### src/hdl/dspwm_pkg.sv
`default_nettype none
package dspwm_pkg;

    localparam int PWM_STEPS_DEF   = 8;
    localparam int DUTY_LEVELS_DEF = 5;

    localparam int DB_W    = 16;
    localparam int DUTY_W  = 4;

    localparam logic [DB_W-1:0] DEBOUNCE_RESET = 16'd25;

    typedef enum logic [1:0] {
        PH_IDLE         = 2'd0,
        PH_WAIT_PRESS   = 2'd1,
        PH_STABLE       = 2'd2,
        PH_WAIT_RELEASE = 2'd3
    } t_db_phase;

    typedef struct packed {
        logic press;
        logic pressed;
    } t_db_status;

endpackage
`default_nettype wire

### src/hdl/dspwm_if.sv
`default_nettype none
interface dspwm_in_if;
    import dspwm_pkg::*;

    logic valid;
    logic ready;
    logic cmd;
    logic button_pressed;

    modport source (output valid, output cmd, output button_pressed, input ready);
    modport sink   (input valid, input cmd, input button_pressed, output ready);
endinterface

interface dspwm_out_if;
    import dspwm_pkg::*;

    logic              valid;
    logic              ready;
    logic              pwm_out;
    logic [DUTY_W-1:0] duty_level;
    logic              press_event;
    logic              debounced_pressed;

    modport source (output valid, output pwm_out, output duty_level, output press_event,
                    output debounced_pressed, input ready);
    modport sink   (input valid, input pwm_out, input duty_level, input press_event,
                    input debounced_pressed, output ready);
endinterface
`default_nettype wire

### src/hdl/dspwm_debounce.sv
`default_nettype none
module dspwm_debounce (
    input  wire logic                       i_clk,
    input  wire logic                       i_rst_n,
    input  wire logic                       i_sample,
    input  wire logic                       i_raw,
    input  wire logic [dspwm_pkg::DB_W-1:0] i_count,
    output dspwm_pkg::t_db_status           o_status
);
    import dspwm_pkg::*;

    t_db_phase       r_phase;
    t_db_phase       n_phase;
    logic [DB_W-1:0] r_timer;
    logic [DB_W-1:0] n_timer;
    logic [DB_W-1:0] w_tinc;
    logic            w_expired;
    logic            w_press;

    assign w_tinc    = r_timer + 16'd1;
    assign w_expired = (w_tinc >= i_count);

    always_ff @(posedge i_clk) begin
        if (!i_rst_n) begin
            r_phase <= PH_IDLE;
            r_timer <= '0;
        end else begin
            r_phase <= n_phase;
            r_timer <= n_timer;
        end
    end

    always_comb begin
        n_phase = r_phase;
        n_timer = r_timer;
        w_press = 1'b0;
        if (i_sample) begin
            unique case (r_phase)
                PH_IDLE: begin
                    if (i_raw) begin
                        n_timer = '0;
                        n_phase = PH_WAIT_PRESS;
                    end
                end
                PH_WAIT_PRESS: begin
                    if (i_raw) begin
                        n_timer = w_tinc;
                        if (w_expired) begin
                            n_phase = PH_STABLE;
                            w_press = 1'b1;
                        end
                    end else begin
                        n_phase = PH_IDLE;
                    end
                end
                PH_STABLE: begin
                    if (!i_raw) begin
                        n_timer = '0;
                        n_phase = PH_WAIT_RELEASE;
                    end
                end
                PH_WAIT_RELEASE: begin
                    if (!i_raw) begin
                        n_timer = w_tinc;
                        if (w_expired) begin
                            n_phase = PH_IDLE;
                        end
                    end else begin
                        n_phase = PH_STABLE;
                    end
                end
                default: begin
                    n_phase = PH_IDLE;
                end
            endcase
        end
    end

    assign o_status.press   = w_press;
    assign o_status.pressed = (n_phase == PH_STABLE) || (n_phase == PH_WAIT_RELEASE);

endmodule
`default_nettype wire

### src/hdl/debounced_stepped_pwm_unit.sv
`default_nettype none
// Software-style PWM stepped by a debounced button. Each input transfer is a PWM tick
// (cmd=0) or a button sample (cmd=1) and yields exactly one result transfer in the cycle
// after. One item is taken every cycle while results are taken as they appear. A result
// that waits holds the input off. The next item enters in the cycle the waiting result
// is taken. A press or release counts once the new level has been seen for
// debounce_count + 1 samples in a row (zero acts as one). Each clean press
// moves the duty one step, ping-pong, through DUTY_LEVELS levels spread from 0 to
// PWM_STEPS; a tick advances the period counter and drives pwm_out high while the
// counter is below the duty. duty_level reports the low four bits of the duty.
module debounced_stepped_pwm_unit #(
    parameter int PWM_STEPS   = dspwm_pkg::PWM_STEPS_DEF,
    parameter int DUTY_LEVELS = dspwm_pkg::DUTY_LEVELS_DEF
) (
    input  wire logic                       i_clk,
    input  wire logic                       i_rst_n,
    input  wire logic                       i_cfg_we,
    input  wire logic [dspwm_pkg::DB_W-1:0] i_cfg_wdata,
    dspwm_in_if.sink                        i_in,
    dspwm_out_if.source                     o_out
);
    import dspwm_pkg::*;

    localparam int CW     = (PWM_STEPS > 1) ? $clog2(PWM_STEPS) : 1;
    localparam int DW     = $clog2(PWM_STEPS + 1);
    localparam int LW     = (DUTY_LEVELS > 1) ? $clog2(DUTY_LEVELS) : 1;
    localparam int TAB_N  = 2 ** LW;
    localparam logic [LW:0] TOP_IDX = (LW+1)'(DUTY_LEVELS - 1);
    localparam logic [CW:0] STEPS_C = (CW+1)'(PWM_STEPS);

    logic [DW-1:0] w_duty_tab [TAB_N];

    for (genvar gi = 0; gi < TAB_N; gi++) begin : g_tab
        if (gi < DUTY_LEVELS) begin : g_used
            assign w_duty_tab[gi] = DW'((gi * PWM_STEPS) / (DUTY_LEVELS - 1));
        end else begin : g_unused
            assign w_duty_tab[gi] = '0;
        end
    end

    logic [DB_W-1:0] r_debounce_count;
    logic [LW-1:0]   r_level_idx;
    logic [LW-1:0]   n_level_idx;
    logic            r_step_up;
    logic            n_step_up;
    logic [CW-1:0]   r_period_cnt;
    logic [CW-1:0]   n_period_cnt;
    logic [DW-1:0]   r_active_duty;
    logic [DW-1:0]   n_active_duty;
    logic            r_pwm_level;
    logic            n_pwm_level;

    logic              r_out_valid;
    logic              r_out_pwm;
    logic [DUTY_W-1:0] r_out_duty;
    logic              r_out_press;
    logic              r_out_pressed;

    logic          w_in_ready;
    logic          w_acc;
    t_db_status    w_db;
    logic [LW:0]   w_idx_step;
    logic [CW:0]   w_cnt_inc;
    logic [DW+DUTY_W-1:0] w_duty_ext;

    assign w_in_ready = !r_out_valid || o_out.ready;
    assign w_acc      = i_in.valid && w_in_ready;
    assign i_in.ready = w_in_ready;

    dspwm_debounce u_debounce (
        .i_clk    (i_clk),
        .i_rst_n  (i_rst_n),
        .i_sample (w_acc && i_in.cmd),
        .i_raw    (i_in.button_pressed),
        .i_count  (r_debounce_count),
        .o_status (w_db)
    );

    always_comb begin
        n_level_idx   = r_level_idx;
        n_step_up     = r_step_up;
        n_active_duty = r_active_duty;
        n_period_cnt  = r_period_cnt;
        n_pwm_level   = r_pwm_level;
        w_idx_step    = {1'b0, r_level_idx};
        w_cnt_inc     = {1'b0, r_period_cnt} + (CW+1)'(1);
        if (w_acc && !i_in.cmd) begin
            n_period_cnt = (w_cnt_inc >= STEPS_C) ? '0 : w_cnt_inc[CW-1:0];
            n_pwm_level  = ({{(DW+1){1'b0}}, n_period_cnt} <
                            {{(CW+1){1'b0}}, r_active_duty});
        end
        if (w_db.press) begin
            if (r_step_up) begin
                w_idx_step = {1'b0, r_level_idx} + (LW+1)'(1);
            end else if (r_level_idx != '0) begin
                w_idx_step = {1'b0, r_level_idx} - (LW+1)'(1);
            end
            if (w_idx_step >= TOP_IDX) begin
                n_level_idx = TOP_IDX[LW-1:0];
                n_step_up   = 1'b0;
            end else begin
                n_level_idx = w_idx_step[LW-1:0];
                if (w_idx_step == '0) begin
                    n_step_up = 1'b1;
                end
            end
            n_active_duty = w_duty_tab[n_level_idx];
        end
    end

    assign w_duty_ext = {{DUTY_W{1'b0}}, n_active_duty};

    always_ff @(posedge i_clk) begin
        if (!i_rst_n) begin
            r_debounce_count <= DEBOUNCE_RESET;
            r_level_idx      <= '0;
            r_step_up        <= 1'b1;
            r_period_cnt     <= '0;
            r_active_duty    <= '0;
            r_pwm_level      <= 1'b0;
            r_out_valid      <= 1'b0;
        end else begin
            if (i_cfg_we) begin
                r_debounce_count <= i_cfg_wdata;
            end
            r_level_idx   <= n_level_idx;
            r_step_up     <= n_step_up;
            r_period_cnt  <= n_period_cnt;
            r_active_duty <= n_active_duty;
            r_pwm_level   <= n_pwm_level;
            if (w_in_ready) begin
                r_out_valid <= i_in.valid;
            end
        end
    end

    always_ff @(posedge i_clk) begin
        if (w_acc) begin
            r_out_pwm     <= n_pwm_level;
            r_out_duty    <= w_duty_ext[DUTY_W-1:0];
            r_out_press   <= w_db.press;
            r_out_pressed <= w_db.pressed;
        end
    end

    assign o_out.valid             = r_out_valid;
    assign o_out.pwm_out           = r_out_pwm;
    assign o_out.duty_level        = r_out_duty;
    assign o_out.press_event       = r_out_press;
    assign o_out.debounced_pressed = r_out_pressed;

    a_hold_result: assert property (@(posedge i_clk) disable iff (!i_rst_n)
        r_out_valid && !o_out.ready |=> r_out_valid && $stable(r_out_duty))
        else $error("result dropped while stalled");

    a_tick_keeps_level: assert property (@(posedge i_clk) disable iff (!i_rst_n)
        w_acc && !i_in.cmd |=> $stable(r_level_idx) && $stable(r_step_up))
        else $error("tick changed duty level");

    a_level_range: assert property (@(posedge i_clk) disable iff (!i_rst_n)
        {1'b0, r_level_idx} <= TOP_IDX)
        else $error("level index out of range");

    a_duty_matches: assert property (@(posedge i_clk) disable iff (!i_rst_n)
        r_active_duty == w_duty_tab[r_level_idx])
        else $error("active duty does not match level");

    a_press_only_sample: assert property (@(posedge i_clk) disable iff (!i_rst_n)
        w_db.press |-> w_acc && i_in.cmd && i_in.button_pressed)
        else $error("press without pressed sample");

endmodule
`default_nettype wire
### src/flat_wrapper.sv
// flat-port wrapper written by rule: the top's interface ports become plain ports
module debounced_stepped_pwm_unit_flat import dspwm_pkg::*;
#(
    parameter int PWM_STEPS   = dspwm_pkg::PWM_STEPS_DEF,
    parameter int DUTY_LEVELS = dspwm_pkg::DUTY_LEVELS_DEF
)
  (i_clk, i_rst_n, i_cfg_we, i_cfg_wdata, i_in_valid, i_in_cmd, i_in_button_pressed, i_in_ready, o_out_valid, o_out_pwm_out, o_out_duty_level, o_out_press_event, o_out_debounced_pressed, o_out_ready);
  dspwm_in_if i_in_i ();
  dspwm_out_if o_out_i ();
  input  wire logic i_clk;
  input  wire logic i_rst_n;
  input  wire logic i_cfg_we;
  input  wire logic [dspwm_pkg::DB_W-1:0] i_cfg_wdata;
  input wire logic [$bits(i_in_i.valid)-1:0] i_in_valid;
  input wire logic [$bits(i_in_i.cmd)-1:0] i_in_cmd;
  input wire logic [$bits(i_in_i.button_pressed)-1:0] i_in_button_pressed;
  output wire logic [$bits(i_in_i.ready)-1:0] i_in_ready;
  output wire logic [$bits(o_out_i.valid)-1:0] o_out_valid;
  output wire logic [$bits(o_out_i.pwm_out)-1:0] o_out_pwm_out;
  output wire logic [$bits(o_out_i.duty_level)-1:0] o_out_duty_level;
  output wire logic [$bits(o_out_i.press_event)-1:0] o_out_press_event;
  output wire logic [$bits(o_out_i.debounced_pressed)-1:0] o_out_debounced_pressed;
  input wire logic [$bits(o_out_i.ready)-1:0] o_out_ready;
  assign i_in_i.valid = i_in_valid;
  assign i_in_i.cmd = i_in_cmd;
  assign i_in_i.button_pressed = i_in_button_pressed;
  assign i_in_ready = i_in_i.ready;
  assign o_out_valid = o_out_i.valid;
  assign o_out_pwm_out = o_out_i.pwm_out;
  assign o_out_duty_level = o_out_i.duty_level;
  assign o_out_press_event = o_out_i.press_event;
  assign o_out_debounced_pressed = o_out_i.debounced_pressed;
  assign o_out_i.ready = o_out_ready;
  debounced_stepped_pwm_unit #(.PWM_STEPS(PWM_STEPS), .DUTY_LEVELS(DUTY_LEVELS)) u_core (.i_clk(i_clk), .i_rst_n(i_rst_n), .i_cfg_we(i_cfg_we), .i_cfg_wdata(i_cfg_wdata), .i_in(i_in_i), .o_out(o_out_i));
endmodule
### config.mk
export PLATFORM = sky130hd
export DESIGN_NAME = debounced_stepped_pwm_unit_flat
export DESIGN_NICKNAME = d
export VERILOG_FILES = /design/src/hdl/dspwm_pkg.sv /design/src/hdl/dspwm_if.sv /design/src/hdl/dspwm_debounce.sv /design/src/hdl/debounced_stepped_pwm_unit.sv /design/src/flat_wrapper.sv
export SDC_FILE = /design/constraint.sdc
export NUM_CORES = 1
export LEC_CHECK = 0
export ABC_AREA = 1
export BUFFER_PORTS_ARGS = -buffer_cell sky130_fd_sc_hd__buf_2
export CORE_MARGIN = 2
export CORE_UTILIZATION = 50
export CTS_BUF_LIST = sky130_fd_sc_hd__clkbuf_4
export CTS_CLUSTER_SIZE = 25
export DETAILED_ROUTE_END_ITERATION = 8
export GPL_TIMING_DRIVEN = 0
export PLACE_DENSITY = 0.8
export SLEW_MARGIN = 25
export SYNTH_ARGS = -nofsm -noshare
export SYNTH_HDL_FRONTEND = slang
export SYNTH_HIERARCHICAL = 1
export SYNTH_SLANG_ARGS = --single-unit
export TNS_END_PERCENT = 5
### constraint.sdc
create_clock -name i_clk -period 7.7 [get_ports i_clk]
set_input_delay 0.77 -clock i_clk [delete_from_list [all_inputs] [get_ports i_clk]]
set_output_delay 0.77 -clock i_clk [all_outputs]
set_load 0.005 [all_outputs]
Word-level counts from Yosys, hierarchy flattened
Memories as Yosys holds them, arrays and structs flattened.
Index checks and enable logic that the tools add are counted.
{"block": "word_totals", "register_bits": 54, "romBits": 32, "input_bits": 23, "output_inout_bits": 9, "elab_cells": 75, "mem_count": 1}
{"block": "op_classes", "n_addsub": 4, "magnitude_cmp": 5, "n_eq_ne": 9, "mux": 29, "bitwise_logic": 1, "n_reduce_logical": 13}
{"memory": "(no name shown)", "depth": 8, "width": 4, "rd": 1, "rd_ports_with_merged_regs": 0, "write_ports": 0, "line": "debounced_stepped_pwm_unit.sv:107", "source": "n_active_duty = w_duty_tab[n_level_idx];"}
{"cell": "$mux W16", "count": 4}
{"cell": "$pmux W16 S4", "count": 1}
{"cell": "$mux W4", "count": 6}
{"cell": "$add A16 B1 Y16 const B", "count": 1}
{"cell": "$ge A16 B16 Y1", "count": 1}
{"cell": "$mux W2", "count": 7}
{"cell": "$mux W3", "count": 3}
{"cell": "$add A3 B1 Y4 const B", "count": 2}
{"cell": "$eq A2 B2 Y1 const B", "count": 4}
{"cell": "$ge A4 B4 Y1 const B", "count": 2}
{"cell": "$ne A2 B2 Y1 const B", "count": 4}
{"cell": "$pmux W2 S4", "count": 1}
{"cell": "$mux W1", "count": 7}
{"cell": "$reduce_and A5 Y1", "count": 1}
{"cell": "$ge A4 B3 Y1 const B", "count": 1}
{"cell": "$logic_not A4 Y1", "count": 1}
{"cell": "$lt A3 B4 Y1", "count": 1}
{"cell": "$not A3 Y4", "count": 1}
{"cell": "$sub A3 B1 Y4 const B", "count": 1}
{"cell": "$logic_and A1 B1 Y1", "count": 3}
{"cell": "$reduce_bool A3 Y1", "count": 1}
{"cell": "$eq A2 B1 Y1 const B", "count": 1}
{"cell": "$logic_not A1 Y1", "count": 2}
{"cell": "$logic_not A2 Y1", "count": 1}
{"cell": "other kinds (3)", "count": 4}

Depth between registers and ports, before layout
{"block": "logic_depth", "depth_word": 15, "mapped_depth": 23, "mapped_depth_nobuf": 21}

By module
Netlist, hierarchy kept.
{"mod": "debounced_stepped_pwm_unit", "n_inst": 1, "cells_per_inst": 190, "area_each_um2": 1537.7, "seq_area_each_um2": 790.8}
{"mod": "dspwm_debounce", "n_inst": 1, "cells_per_inst": 220, "area_each_um2": 1506.4, "seq_area_each_um2": 360.3}

Worst setup path after synthesis
OpenSTA, ideal clock, no wires.
{"block": "synth_path", "path_kind": "register to register", "startpoint": "register u_core.u_debounce.r_timer[0]", "endpoint": "register u_core.r_out_duty[3], in the netlist u_core/o_out.duty_level[3], data pin", "setup_time_ns": 0.260, "arrival_time_ns": 2.572, "t_required_ns": 7.440, "path_slack_ns": 4.868, "path_stages_with_launch": 20, "n_path_buf": 2, "synth_period_minus_slack_ns": 2.832, "cell_sequence": "dfxtp_1 > ha_1 > nand2_1 > nor2_4 > nand3_1 > nor3_2 > or2_2 > and2_1 > ha_1 > nand2_1 > nor3_1 > nand2_1 > nand2_1 > nand3_1 > nor2_1 > buf_4 > buf_2 > inv_1 > nand2_1 > nand2_1"}
{"block": "synth_between", "elab_chain_len": 7}
{"item": "start: declaration", "line": "dspwm_debounce.sv:14", "source": "logic [DB_W-1:0] r_timer;"}
{"item": "start signal: assignment", "line": "dspwm_debounce.sv:29", "source": "r_timer <= n_timer;"}
{"item": "$add A16 B1 Y16", "line": "dspwm_debounce.sv:20", "source": "assign w_tinc = r_timer + 16'd1;"}
{"item": "$ge A16 B16 Y1", "line": "dspwm_debounce.sv:21", "source": "assign w_expired = (w_tinc >= i_count);"}
{"item": "$mux W1", "line": "dspwm_debounce.sv:48", "source": "if (w_expired) begin"}
{"item": "$mux W1", "line": "dspwm_debounce.sv:46", "source": "if (i_raw) begin"}
{"item": "$mux W1", "line": "dspwm_debounce.sv:38", "source": "unique case (r_phase)"}
{"item": "$mux W1", "line": "dspwm_debounce.sv:37", "source": "if (i_sample) begin"}
{"item": "via u_core.u_debounce.w_press", "line": "dspwm_debounce.sv:18", "source": "logic w_press;"}
{"item": "$mux W4", "line": "debounced_stepped_pwm_unit.sv:92", "source": "if (w_db.press) begin"}
{"item": "via u_core.n_active_duty[3]", "line": "debounced_stepped_pwm_unit.sv:49", "source": "logic [DW-1:0] n_active_duty;"}
{"item": "end signal: assignment", "line": "debounced_stepped_pwm_unit.sv:140", "source": "r_out_duty <= w_duty_ext[DUTY_W-1:0];"}
{"item": "end: declaration", "line": "debounced_stepped_pwm_unit.sv:55", "source": "logic [DUTY_W-1:0] r_out_duty;"}
The timed path passes the listed nets, and every way through them passes these cells.
A chain may end at the register's enable or synchronous reset.

Worst setup path in the final report
Ends and elaborated chain as after synthesis.

==> metrics.md <==
| Metric | Value |
|---|---|
| First-pass GRT wire length | `10.36 mm` |
| CTS clk-pin slew, worst paths | `0.15 ns` |
| Wirelength per Cell | `11.63 um` |
| Number of violations of the max-capacitance limit | `0` |
| Synth Cell Area | `3044 um^2` |
| Final worst path period share | `44.08%` |
| Most common cell in the netlist | `sky130_fd_sc_hd__nand2_1` |
| Leakage | `1.596 nW` |
| Layout net count | `495` |
| Accumulated negative setup slack | `0 ns` |
| 1st-iter DRT viols | `81` |
| Row count | `28` |
| Number of iterations in the first detailed-routing pass | `4` |
| Total Routed Length | `6.093 mm` |
| Worst path most repeated cell | `sky130_fd_sc_hd__nand2_1` |
| Final period demand of the worst path | `3.394 ns` |
| Maximum resistive drop on vdd | `86.53 uV` |
| Final clock skew | `0.01879 ns` |
| End-of-flow core utilization | `57.33%` |
| Power per unit of standard cell area | `149.4 nW/um^2` |
| Cell taking the most area after synthesis | `sky130_fd_sc_hd__dfxtp_1` |
| Async set-or-reset flop fraction in the synthesized netlist | `0%` |
| Initial Util | `51.72%` |
| Routed wire length on met3 | `196 um` |
| Layout overhead on the synthesized area | `10.85%` |
| Critical path arrival | `3.53 ns` |
| Total global routing overflow | `0` |
| CP max stage delay | `0.49 ns` |
| Hold-fix buffers at CTS | `0` |
| Relative max-transition margin | `68.51%` |
| Worst path slowest cell | `sky130_fd_sc_hd__dfxtp_1` |
| Number of warnings issued by yosys | `6` |
| Die width | `82.03 um` |
| Antenna violations before repair | `0` |
| Routed met2 length | `3.120 mm` |
| Via total after detailed routing | `2630` |
| Startpoint-to-endpoint class of the critical path | `flop to flop` |
| Maximum level of the CTS H-tree | `2` |
| Post-Synthesis Cells | `410` |
| Setup crit end kind | `flop` |
| Number of antenna-violating nets in the routed design | `0` |
| Number of top-level pins | `32` |
| Drt drc | `0` |
| Metal-1 WL | `2.681 mm` |
| Chip Height | `82.03 um` |
| Vias in the first global route | `2497` |
| Number of buffers on the longest clock path | `2` |
| Count of final max-slew check failures | `0` |
| Setup repair after global routing missed its margin | `no` |
| Post-CTS setup-driven buffer insertion count | `0` |
| Number of clock buffers inserted by TritonCTS | `5` |
| Post-synth top flop | `sky130_fd_sc_hd__dfxtp_1` |
| Number of enable flip-flop cells after synthesis | `7` |
| Fmax | `294.6 MHz` |
| Clk root buf | `sky130_fd_sc_hd__clkbuf_4` |
| Maximum number of pins on one net before global-route repair | `18` |
| Leading post-synthesis cells by cell area | `sky130_fd_sc_hd__dfxtp_1 (31%), sky130_fd_sc_hd__nand2_1 (12%), sky130_fd_sc_hd__ha_1 (9.9%), sky130_fd_sc_hd__inv_1 (7.0%), sky130_fd_sc_hd__edfxtp_1 (6.9%)` |
| Count of unique library cells instantiated by Yosys | `36` |
| #FFs+latches synth | `54` |
| Area of combinational cells with multiple inputs | `1612 um^2` |
| Overall die area | `6728 um^2` |
| Kind of launch point of the worst setup path | `flop` |
| Detail Placement HPWL | `4.806 mm` |
| Post-synth top cells | `sky130_fd_sc_hd__nand2_1 (98), sky130_fd_sc_hd__inv_1 (57), sky130_fd_sc_hd__nor2_1 (48), sky130_fd_sc_hd__dfxtp_1 (47), sky130_fd_sc_hd__a21oi_1 (30)` |
| Area taken by flip-flops and latches | `1151 um^2` |
| Placed instance count | `516` |
| Type of the tightest min-delay check | `flop to flop` |
| Via-per-instance ratio | `5.019` |
| Status | `finished, final reports clean` |
| Sequential fraction of the synthesis area | `37.81%` |
| CORE AREA | `5886 um^2` |
| Highest metal layer with signal wires | `met4` |
| Port Buffers | `31` |
| Per-instance average area after synthesis | `7.425 um^2` |
| Syn_nets | `457` |
| Hold Vio Cnt, Final | `0` |
| Critical path data required time | `7.84 ns` |
| Area share of the largest cell type after synthesis | `30.91%` |
| Cts repair resizes | `0` |
| Aggregate global-route resource usage | `19.76%` |
| Filler instances | `561` |
| Crit path cell chain | `ha_1, nand2_1, nor2_4, nand3_1, nor3_2, nand2_1, and2_1, ha_1, nand2_1, nor3_1, nand2_1, nand2_1, nand3_1, nor2_1, buf_4, buf_2, inv_1, nand2_1, nand2_1` |
| Placer Congestion | `0.8277` |
| Share of final-layout standard cells stronger than drive strength 1 | `16.04%` |
| Antenna diode instance count | `0` |
| Final setup violation count | `0` |
| Clock sink count | `54` |
| CTS tree | `built` |
| Total power after layout | `0.5040 mW` |
| Worst-path fanout max | `9` |
| Clock insertion delay at the later pin of the skew report | `0.38 ns` |
| Slew at the pin closest to its max-slew limit | `0.4724 ns` |
| Non-Filler Instances | `524` |
-- per-layer routing --
metal	vias to the layer above	global-route usage, %
met2	37	37.80
met5	-	0
met4	0	6.167
li1	1372	-
met3	7	3.626
met1	1214	21.82
-- layout by cell type, fill, tap and decap left out, drive strengths merged, types with 3 or more instances in the layout --
master,synthesis,final
a21oi,32,32
buf,6,37
clkbuf,3,8
clkinv,2,3
dfxtp,47,47
edfxtp,7,7
ha,24,24
inv,60,61
nand2,103,103
nand3,18,18
nand4,7,7
nor2,56,56
nor3,4,4
o21ai,21,21
xnor2,3,3
xor2,10,10
-- logic make-up after synthesis --
logic type,after synthesis,synth area share [%]
AOI/OAI and AO/OA,57,10.28
xor gates and xnor gates,13,4.234
adders and majority gates,24,9.864
buffers and inverters,71,9.248
DFF,54,37.81
and+or+nand+nor,191,28.57
-- power breakdown --
part,internal (mW),leakage (nW),switching [mW]
combinational,0.0176,1.10,0.0278
sequential,0.295,0.455,0.00470
clock,0.0691,0.0456,0.0902
-- final cells by class --
type	count	share of cell area, %
repair buffers	31	4.598
flip-flops and latches	54	34.11
clock buffers	5	1.112
plain buffers	9	1.446
clock inverters	3	1.298
well taps	75	2.781
inverters	62	6.897
multi-input cells	285	47.76
-- through the flow --
step / cell area, um^2 / setup slack, ns / hold slack (ns)
floorplan: 3044 / 4.868 / 0.4289
global placement: 3293 / 4.494 / 0.4421
detailed placement: 3293 / 4.356 / 0.4480
CTS: 3374 / 4.315 / 0.4758
global route: 3374 / 3.947 / 0.4852
finish: 3374 / 4.306 / 0.4737
-- worst max-delay path, delay by kind of cell, from the launching register on --
family	cells	cell delay [ns]
and+or+nand+nor	14	1.70
adders and majority gates	2	0.51
DFF	1	0.49
buffers and inverters	3	0.45
-- state kept, by name, summed over array words and instances (netlist names) --
register                        flops
u_core/u_debounce/r_timer          16
u_core/r_period_cnt                 3
u_core/r_pwm_level                  1
u_core/r_debounce_count            16
u_core/r_active_duty                4
u_core/r_level_idx                  3
u_core/o_out.press_event            1
u_core/o_out.debounced_pressed      1
u_core/o_out.valid                  1
u_core/o_out.pwm_out                1
u_core/u_debounce/r_phase           2
u_core/o_out.duty_level             4
u_core/r_step_up                    1
-- worst paths after layout --
check | from | to | slack [ns] | depth (start not counted)
min reg2reg | u_core/r_active_duty[0]$_SDFF_PN0_ | u_core/r_active_duty[0]$_SDFF_PN0_ | 0.47 | 2
min | u_core/r_active_duty[0]$_SDFF_PN0_ | u_core/r_active_duty[0]$_SDFF_PN0_ | 0.47 | 2
max | u_core/u_debounce/r_timer[0]$_SDFFE_PN0P_ | u_core/o_out.duty_level[3]$_DFFE_PP_ | 4.31 | 19
max reg2reg | u_core/u_debounce/r_timer[0]$_SDFFE_PN0P_ | u_core/o_out.duty_level[3]$_DFFE_PP_ | 4.31 | 19
No activity file was read; power rests on OpenSTA's default activity.
